===== src/hw/rtl/arbp_pkg.sv =====
`timescale 1ns / 1ps
`default_nettype none
// ----------------------------------------------------------------------------
// arbp_pkg
// Shared widths, defaults, types and helpers for the allele row bit-plane
// packer.
// ----------------------------------------------------------------------------
package arbp_pkg;

	localparam int CODE_W = 7;   // allele code and row width register
	localparam int ROW_W  = 64;  // packed plane row
	localparam int NUM_W  = 3;   // plane number and plane total

	localparam int MAX_COLUMNS_DEF = 64;
	localparam int MAX_PLANES_DEF  = 7;

	localparam logic [CODE_W-1:0] ROW_WIDTH_RST = CODE_W'(64);

	// status from the accumulator toward the result buffer
	typedef struct packed {
		logic             last_col;     // next beat closes the row
		logic [NUM_W-1:0] plane_total;  // planes that row would emit
	} acc_status_t;

	// bit length of a code, zero for zero
	function automatic logic [NUM_W-1:0] bit_len(input logic [CODE_W-1:0] v);
		logic [NUM_W-1:0] n;
		n = '0;
		for (int i = 0; i < CODE_W; i++) begin
			if (v[i]) begin
				n = NUM_W'(i + 1);
			end
		end
		return n;
	endfunction

endpackage
`default_nettype wire


===== src/hw/rtl/arbp_if.sv =====
`timescale 1ns / 1ps
`default_nettype none
// ----------------------------------------------------------------------------
// arbp channel interfaces
// Valid/ready channels for allele codes in and packed plane rows out.
// ----------------------------------------------------------------------------
interface arbp_in_if;
	logic                        valid;
	logic                        ready;
	logic [arbp_pkg::CODE_W-1:0] allele_code;

	modport source (output valid, output allele_code, input ready);
	modport sink (input valid, input allele_code, output ready);
endinterface

interface arbp_out_if;
	logic                       valid;
	logic                       ready;
	logic [arbp_pkg::ROW_W-1:0] plane_row;
	logic [arbp_pkg::NUM_W-1:0] plane_number;
	logic [arbp_pkg::NUM_W-1:0] plane_total;
	logic                       final_plane;

	modport source (output valid, output plane_row, output plane_number,
		output plane_total, output final_plane, input ready);
	modport sink (input valid, input plane_row, input plane_number,
		input plane_total, input final_plane, output ready);
endinterface
`default_nettype wire


===== src/hw/rtl/arbp_plane_acc.sv =====
`timescale 1ns / 1ps
`default_nettype none
// ----------------------------------------------------------------------------
// arbp_plane_acc
// Per-row accumulator: column position, row peak and one bit row per plane.
// Shows the planes as they stand after the current beat so the row end can
// be captured in the same cycle.
// ----------------------------------------------------------------------------
module arbp_plane_acc #(
	parameter int MAX_COLUMNS = arbp_pkg::MAX_COLUMNS_DEF,
	parameter int MAX_PLANES  = arbp_pkg::MAX_PLANES_DEF
) (
	input  wire logic                              clk,
	input  wire logic                              arst_n,
	input  wire logic [arbp_pkg::CODE_W-1:0]       row_width,
	input  wire logic                              accept,
	input  wire logic [arbp_pkg::CODE_W-1:0]       allele_code,
	output arbp_pkg::acc_status_t                  status,
	output logic [MAX_PLANES-1:0][arbp_pkg::ROW_W-1:0] planes_nx
);

	localparam int COL_W = $clog2(MAX_COLUMNS);

	logic [COL_W-1:0]                   col_q;
	logic [arbp_pkg::CODE_W-1:0]        peak_q;
	logic [MAX_PLANES-1:0][arbp_pkg::ROW_W-1:0] planes_q;

	logic [arbp_pkg::CODE_W-1:0] eff_w;
	logic [arbp_pkg::CODE_W-1:0] col_p1;
	logic [arbp_pkg::CODE_W-1:0] peak_nx;
	logic [arbp_pkg::ROW_W-1:0]  col_mask;
	logic [arbp_pkg::NUM_W-1:0]  peak_len;

	// zero width acts as one, widths past the storage saturate
	always_comb begin
		if (row_width == '0) begin
			eff_w = arbp_pkg::CODE_W'(1);
		end else if (row_width > arbp_pkg::CODE_W'(MAX_COLUMNS)) begin
			eff_w = arbp_pkg::CODE_W'(MAX_COLUMNS);
		end else begin
			eff_w = row_width;
		end
	end

	assign col_p1   = arbp_pkg::CODE_W'(col_q) + arbp_pkg::CODE_W'(1);
	// column j lands at bit 63-j
	assign col_mask = {1'b1, {(arbp_pkg::ROW_W-1){1'b0}}} >> col_q;
	assign peak_nx  = (allele_code > peak_q) ? allele_code : peak_q;

	always_comb begin
		for (int k = 0; k < MAX_PLANES; k++) begin
			planes_nx[k] = planes_q[k] | (allele_code[k] ? col_mask : '0);
		end
	end

	assign peak_len = arbp_pkg::bit_len(peak_nx);

	always_comb begin
		status.last_col = (col_p1 >= eff_w);
		if (peak_len == '0) begin
			status.plane_total = arbp_pkg::NUM_W'(1);
		end else if (peak_len > arbp_pkg::NUM_W'(MAX_PLANES)) begin
			status.plane_total = arbp_pkg::NUM_W'(MAX_PLANES);
		end else begin
			status.plane_total = peak_len;
		end
	end

	always_ff @(posedge clk or negedge arst_n) begin
		if (!arst_n) begin
			col_q    <= '0;
			peak_q   <= '0;
			planes_q <= '0;
		end else if (accept) begin
			if (status.last_col) begin
				col_q    <= '0;
				peak_q   <= '0;
				planes_q <= '0;
			end else begin
				col_q    <= col_p1[COL_W-1:0];
				peak_q   <= peak_nx;
				planes_q <= planes_nx;
			end
		end
	end

endmodule
`default_nettype wire


===== src/hw/rtl/allele_row_bit_plane_packer.sv =====
`timescale 1ns / 1ps
`default_nettype none
// ----------------------------------------------------------------------------
// allele_row_bit_plane_packer
// Streams allele codes of a variant row into bit planes and emits one packed
// row per plane, lowest plane first, after the row's last column.
// ----------------------------------------------------------------------------
// One allele code is taken per cycle unless a row end stalls the input; each
// beat ORs its bits into the plane rows directly, so no walk over stored
// columns follows. At the row's last column the finished planes move into a
// result buffer and drain as plane_total output beats (1 to MAX_PLANES), one
// per cycle while the sink is ready, while the next row already streams in.
// The result buffer holds one row: a row end that arrives before the previous
// row's last plane beat has left stalls the input until that beat is taken.
// Row width must be written through cfg_we / cfg_wdata only while the block
// is idle; the block itself does not enforce this. Zero acts as one.
// ----------------------------------------------------------------------------
module allele_row_bit_plane_packer #(
	parameter int MAX_COLUMNS = arbp_pkg::MAX_COLUMNS_DEF,
	parameter int MAX_PLANES  = arbp_pkg::MAX_PLANES_DEF
) (
	input  wire logic                        clk,
	input  wire logic                        arst_n,
	input  wire logic                        cfg_we,
	input  wire logic [arbp_pkg::CODE_W-1:0] cfg_wdata,
	arbp_in_if.sink                          in_ch,
	arbp_out_if.source                       out_ch
);

	localparam int PIDX_W = (MAX_PLANES > 1) ? $clog2(MAX_PLANES) : 1;

	logic [arbp_pkg::CODE_W-1:0] row_width_q;

	arbp_pkg::acc_status_t                      status;
	logic [MAX_PLANES-1:0][arbp_pkg::ROW_W-1:0] planes_nx;

	logic [MAX_PLANES-1:0][arbp_pkg::ROW_W-1:0] buf_q;
	logic [arbp_pkg::NUM_W-1:0]                 cnt_q;
	logic [arbp_pkg::NUM_W-1:0]                 idx_q;
	logic                                       busy_q;

	logic accept;
	logic load;
	logic is_final;
	logic drain_last;
	logic buf_free;

	always_ff @(posedge clk or negedge arst_n) begin
		if (!arst_n) begin
			row_width_q <= arbp_pkg::ROW_WIDTH_RST;
		end else if (cfg_we) begin
			row_width_q <= cfg_wdata;
		end
	end

	arbp_plane_acc #(
		.MAX_COLUMNS (MAX_COLUMNS),
		.MAX_PLANES  (MAX_PLANES)
	) u_acc (
		.clk         (clk),
		.arst_n      (arst_n),
		.row_width   (row_width_q),
		.accept      (accept),
		.allele_code (in_ch.allele_code),
		.status      (status),
		.planes_nx   (planes_nx)
	);

	assign is_final   = (idx_q + arbp_pkg::NUM_W'(1)) == cnt_q;
	assign drain_last = busy_q && out_ch.ready && is_final;
	assign buf_free   = !busy_q || drain_last;

	// only a row-closing beat needs room in the result buffer
	assign in_ch.ready = buf_free || !status.last_col;
	assign accept      = in_ch.valid && in_ch.ready;
	assign load        = accept && status.last_col;

	always_ff @(posedge clk) begin
		if (load) begin
			buf_q <= planes_nx;
		end
	end

	always_ff @(posedge clk or negedge arst_n) begin
		if (!arst_n) begin
			busy_q <= 1'b0;
			idx_q  <= '0;
			cnt_q  <= arbp_pkg::NUM_W'(1);
		end else if (load) begin
			busy_q <= 1'b1;
			idx_q  <= '0;
			cnt_q  <= status.plane_total;
		end else if (busy_q && out_ch.ready) begin
			idx_q <= idx_q + arbp_pkg::NUM_W'(1);
			if (is_final) begin
				busy_q <= 1'b0;
			end
		end
	end

	assign out_ch.valid        = busy_q;
	assign out_ch.plane_row    = buf_q[idx_q[PIDX_W-1:0]];
	assign out_ch.plane_number = idx_q;
	assign out_ch.plane_total  = cnt_q;
	assign out_ch.final_plane  = is_final;

`ifndef SYNTHESIS
	a_idx_in_range: assert property (@(posedge clk) disable iff (!arst_n)
		busy_q |-> (idx_q < cnt_q) && (cnt_q != '0)
			&& (cnt_q <= arbp_pkg::NUM_W'(MAX_PLANES)))
		else $error("plane index outside the row's plane count");

	a_load_starts_row: assert property (@(posedge clk) disable iff (!arst_n)
		load |=> out_ch.valid && (idx_q == '0))
		else $error("row end did not start a plane burst at plane zero");

	a_drain_ends: assert property (@(posedge clk) disable iff (!arst_n)
		(drain_last && !load) |=> !out_ch.valid)
		else $error("result still valid after the final plane beat");

	a_no_overwrite: assert property (@(posedge clk) disable iff (!arst_n)
		(busy_q && !drain_last) |-> !load)
		else $error("result buffer reloaded while planes remain");
`endif

endmodule
`default_nettype wire

===== src/flat_wrapper.sv =====
// flat-port wrapper written by rule: the top's interface ports become plain ports
module allele_row_bit_plane_packer_flat 
#(
	parameter int MAX_COLUMNS = arbp_pkg::MAX_COLUMNS_DEF,
	parameter int MAX_PLANES  = arbp_pkg::MAX_PLANES_DEF
)
  (clk, arst_n, cfg_we, cfg_wdata, in_ch_valid, in_ch_allele_code, in_ch_ready, out_ch_valid, out_ch_plane_row, out_ch_plane_number, out_ch_plane_total, out_ch_final_plane, out_ch_ready);
  arbp_in_if in_ch_i ();
  arbp_out_if out_ch_i ();
  input  wire logic clk;
  input  wire logic arst_n;
  input  wire logic cfg_we;
  input  wire logic [arbp_pkg::CODE_W-1:0] cfg_wdata;
  input wire logic [$bits(in_ch_i.valid)-1:0] in_ch_valid;
  input wire logic [$bits(in_ch_i.allele_code)-1:0] in_ch_allele_code;
  output wire logic [$bits(in_ch_i.ready)-1:0] in_ch_ready;
  output wire logic [$bits(out_ch_i.valid)-1:0] out_ch_valid;
  output wire logic [$bits(out_ch_i.plane_row)-1:0] out_ch_plane_row;
  output wire logic [$bits(out_ch_i.plane_number)-1:0] out_ch_plane_number;
  output wire logic [$bits(out_ch_i.plane_total)-1:0] out_ch_plane_total;
  output wire logic [$bits(out_ch_i.final_plane)-1:0] out_ch_final_plane;
  input wire logic [$bits(out_ch_i.ready)-1:0] out_ch_ready;
  assign in_ch_i.valid = in_ch_valid;
  assign in_ch_i.allele_code = in_ch_allele_code;
  assign in_ch_ready = in_ch_i.ready;
  assign out_ch_valid = out_ch_i.valid;
  assign out_ch_plane_row = out_ch_i.plane_row;
  assign out_ch_plane_number = out_ch_i.plane_number;
  assign out_ch_plane_total = out_ch_i.plane_total;
  assign out_ch_final_plane = out_ch_i.final_plane;
  assign out_ch_i.ready = out_ch_ready;
  allele_row_bit_plane_packer #(.MAX_COLUMNS(MAX_COLUMNS), .MAX_PLANES(MAX_PLANES)) u_core (.clk(clk), .arst_n(arst_n), .cfg_we(cfg_we), .cfg_wdata(cfg_wdata), .in_ch(in_ch_i), .out_ch(out_ch_i));
endmodule

===== config.mk =====
export PLATFORM = sky130hd
export DESIGN_NAME = allele_row_bit_plane_packer_flat
export DESIGN_NICKNAME = d
export VERILOG_FILES = /design/src/hw/rtl/arbp_pkg.sv /design/src/hw/rtl/arbp_if.sv /design/src/hw/rtl/arbp_plane_acc.sv /design/src/hw/rtl/allele_row_bit_plane_packer.sv /design/src/flat_wrapper.sv
export SDC_FILE = /design/constraint.sdc
export NUM_CORES = 2
export LEC_CHECK = 0
export BUFFER_PORTS_ARGS = -buffer_cell sky130_fd_sc_hd__buf_2
export CAP_MARGIN = 20
export CORE_MARGIN = 2
export CORE_UTILIZATION = 40
export DETAILED_ROUTE_END_ITERATION = 10
export SLEW_MARGIN = 0
export SYNTH_ARGS = -nofsm -noshare
export SYNTH_HDL_FRONTEND = slang
export SYNTH_HIERARCHICAL = 1
export SYNTH_SLANG_ARGS = --single-unit

===== constraint.sdc =====
create_clock -name clk -period 35.4 [get_ports clk]
set_clock_uncertainty 0.05 [all_clocks]
set_input_delay 0 -clock clk [delete_from_list [all_inputs] [get_ports clk]]
set_output_delay 0 -clock clk [all_outputs]
set_load 0.01 [all_outputs]

==> run summary <==
GR Util All Layers - 0.204
Status - completed
Most frequent cell after synthesis - a21oi_1
Ordered list of cells on the worst path - ha_1 > ha_1 > inv_1 > ha_1 > or4_1 > a21oi_2 > o31ai_2 > nand2_1 > o21a_1 > and2_4 > buf_4 > buf_4 > buf_4 > nor2_1
#FFs+latches synth - 923
Hold WC Path Type - primary input to register
I/O pin cnt - 92
Final slew viol count - 0
Final setup TNS - 0 ns
Top cells by count, synth - 522 x a21oi_1, 500 x nor2_1, 473 x dfrtp_1
Critical-path top delay cell - buf_4
Starting DRT DRC Count - 2133
Synth Warn # - 6
Area occupied by registers - 0.0254 mm^2
Arr. time, crit path - 6.48 ns
Setup crit end kind - register
Via/cell ratio - 5.60
Routed met2 length - 46500 um
Final antenna diode count - 0
Leakage power - 21.5 nW
WL per Instance - 23.1 um
Rows - 115
Final setup violation count - 0
Fill count - 8879
Drt first pass iters - 6
Synth top area cells - edfxtp_1 34%, dfrtp_1 30%, a21o_1 8.5%
PD cells - 75.7 mW/mm^2
Clk slew on worst S/H paths - 0.06 ns
Skew-Pair Late Insertion Delay - 0.64 ns
Clock sinks - 923
Maximum vdd drop - 0.0508 mV
Synth top area share - 0.341
Post-synth EDFFs - 448
First-pass GRT wire length - 157000 um
Unique masters post-synth - 49
P&R area growth vs syn - 11.0%
Grt ovf - 0
Slowest stage delay, CP - 0.84 ns
Worst Path Max Fanout - 70
Period Utilization, post-route - 0.171
Vias post-DR - 24900
CTS tree - done
Post-CTS Resized - 0
Final min period - 6.04 ns
Syn_nets - 3134
Die width - 318 um
Synthesized instance count - 3094
CTS HTree Levels - 3
Sequential area share after synthesis - 0.643
Worst Path Required - 35.83 ns
Max Used Layer - met5
Core area - 0.0980 mm^2
RSZ-0062 raised after global routing - no
Met1 wire length - 46400 um
Final Util - 0.446
Fmax achieved - 165 MHz
Antenna violations before repair - 10
Layout cells sized above 1 - 0.146
Critical path launch point type - register
Async S/R FF share, synth - 0.515
Total power draw - 3.31 mW
Mean post-synth cell area - 12.7 um^2
Routability cong. - 0.777
Post-DP HPWL - 52600 um
Antenna violation net count after detailed routing - 0
Root buffer cell - clkbuf_16
Max Cap Viol - 0
Met3 WL - 7210 um
WL final - 103000 um
Most used DFF post-synth - dfrtp_1
Setup CP Type - register to register
Yosys top cell by area - edfxtp_1
Post-Syn Area - 0.0394 mm^2
Starting Density - 0.402
Pin count of the biggest net entering global routing - 186
DRC violations left - 0
Die Height - 318 um
PortBufs - 91
Cts bufs inserted - 97
Die area - 0.101 mm^2
Postcts setup bufs - 0
Multi-input logic area - 0.0125 mm^2
CTS max path bufs - 3
Worst Tran Pin Value - 1.25 ns
Hold Violations, Final - 0
Vias in the first global route - 24700
Slew HR - 0.168
Fin nets - 3118
## logic make-up (layout without fill, tap and decap cells)
group                    count (synthesis)  after routing  synth area share
AO/OA/AOI/OAI                         1063           1063             0.172
XOR/XNOR                                 8              8           0.00216
adder cells (fa/ha/maj)                 21             21           0.00667
buffers and inverters                  288            355            0.0397
flip-flops                             923            923             0.643
multiplexers                           140            140            0.0562
AND/OR/NAND/NOR                        651            651            0.0800
## where the power goes
group / switching [mW] / internal (mW) / total (mW)
combinational: 0.601 / 0.333 / 0.934
clock: 0.415 / 0.561 / 0.976
sequential: 0.0814 / 1.32 / 1.40
total: 1.10 / 2.21 / 3.31
## metal layers
layer  vias up  global-route usage
met5         -                   0
met3       176              0.0388
met2       802               0.316
met4        18              0.0561
li1      11100                   -
met1     12800               0.293
## state kept, by name, indices dropped and copies added, names as in the netlist
register,count
u_core/u_acc/col_q,6
u_core/row_width_q,7
u_core/out_ch.valid,1
u_core/u_acc/planes_q,448
u_core/out_ch.plane_number,3
u_core/buf_q,448
u_core/out_ch.plane_total,3
u_core/u_acc/peak_q,7
## layout by cell type, fill, tap and decap left out, drive strengths merged, types with 3 or more instances in the layout
cell type | synthesis | routed
a21o | 448 | 448
a21oi | 523 | 523
a22o | 10 | 10
a2bb2oi | 64 | 64
and2 | 7 | 7
buf | 87 | 133
clkbuf | 187 | 152
clkinv | 0 | 29
dfrtp | 473 | 473
dlygate4sd3 | 0 | 23
edfxtp | 448 | 448
ha | 21 | 21
inv | 14 | 16
mux2 | 10 | 10
mux2i | 66 | 66
mux4 | 64 | 64
nand2 | 26 | 26
nand2b | 5 | 5
nand3 | 5 | 5
nor2 | 590 | 590
nor2b | 3 | 3
nor3 | 4 | 4
o211ai | 3 | 3
o21ai | 4 | 4
o22ai | 3 | 3
or2 | 3 | 3
xnor2 | 4 | 4
xor2 | 3 | 3
## per-stage QoR
step | area, um^2 | std cells | setup slack [ns] | hold WS, ns
after global placement | 40400 | 4237 | 29.49 | -0.0353
after floorplan | 39400 | 3094 | 17.40 | -0.346
after global routing | 43700 | 4448 | 29.07 | 0.0143
after CTS | 43700 | 4443 | 29.39 | 0.00324
after detailed placement | 40400 | 4237 | 29.40 | -0.0239
final | 43700 | 4448 | 29.36 | 0.0345
## area by class of cell
class | instances | area share
Multi-Input combinational cell | 1883 | 0.287
Inverter | 14 | 0.00120
Tap cell | 1287 | 0.0368
Clock inverter | 33 | 0.00483
Timing Repair Buffer | 159 | 0.0259
Sequential cell | 923 | 0.580
Clock buffer | 149 | 0.0651
## worst max-delay path: cells and delay by family (launching register included)
kind	cells	cell delay [ns]
compound gates	3	0.66
fa+ha+maj	3	0.77
buf+inv	4	2.46
flops	1	0.45
simple gates	4	1.30
## worst paths after layout
kind / from / endpoint / slack (ns) / cells past startpoint
setup / recovery: u_core/u_acc/col_q[0] / u_core/u_acc/planes_q[117] / 29.36 / 14
hold / removal: in_ch_allele_code[2] / u_core/buf_q[140] / 0.03 / 2
setup reg to reg: u_core/u_acc/col_q[0] / u_core/u_acc/planes_q[117] / 29.36 / 14
hold reg to reg: u_core/u_acc/planes_q[263] / u_core/u_acc/planes_q[263] / 0.44 / 2
max in group asynchronous: arst_n / u_core/out_ch.plane_number[2] / 33.03 / 5
min in group asynchronous: arst_n / u_core/row_width_q[6] / 0.43 / 3
## what timing repair did
item                                   CTS  global route
setup endpoints to repair                0             0
hold buffers                            24             0
endpoints found under the hold margin  173             0
Note: power is estimated with default switching activity, not from simulation.
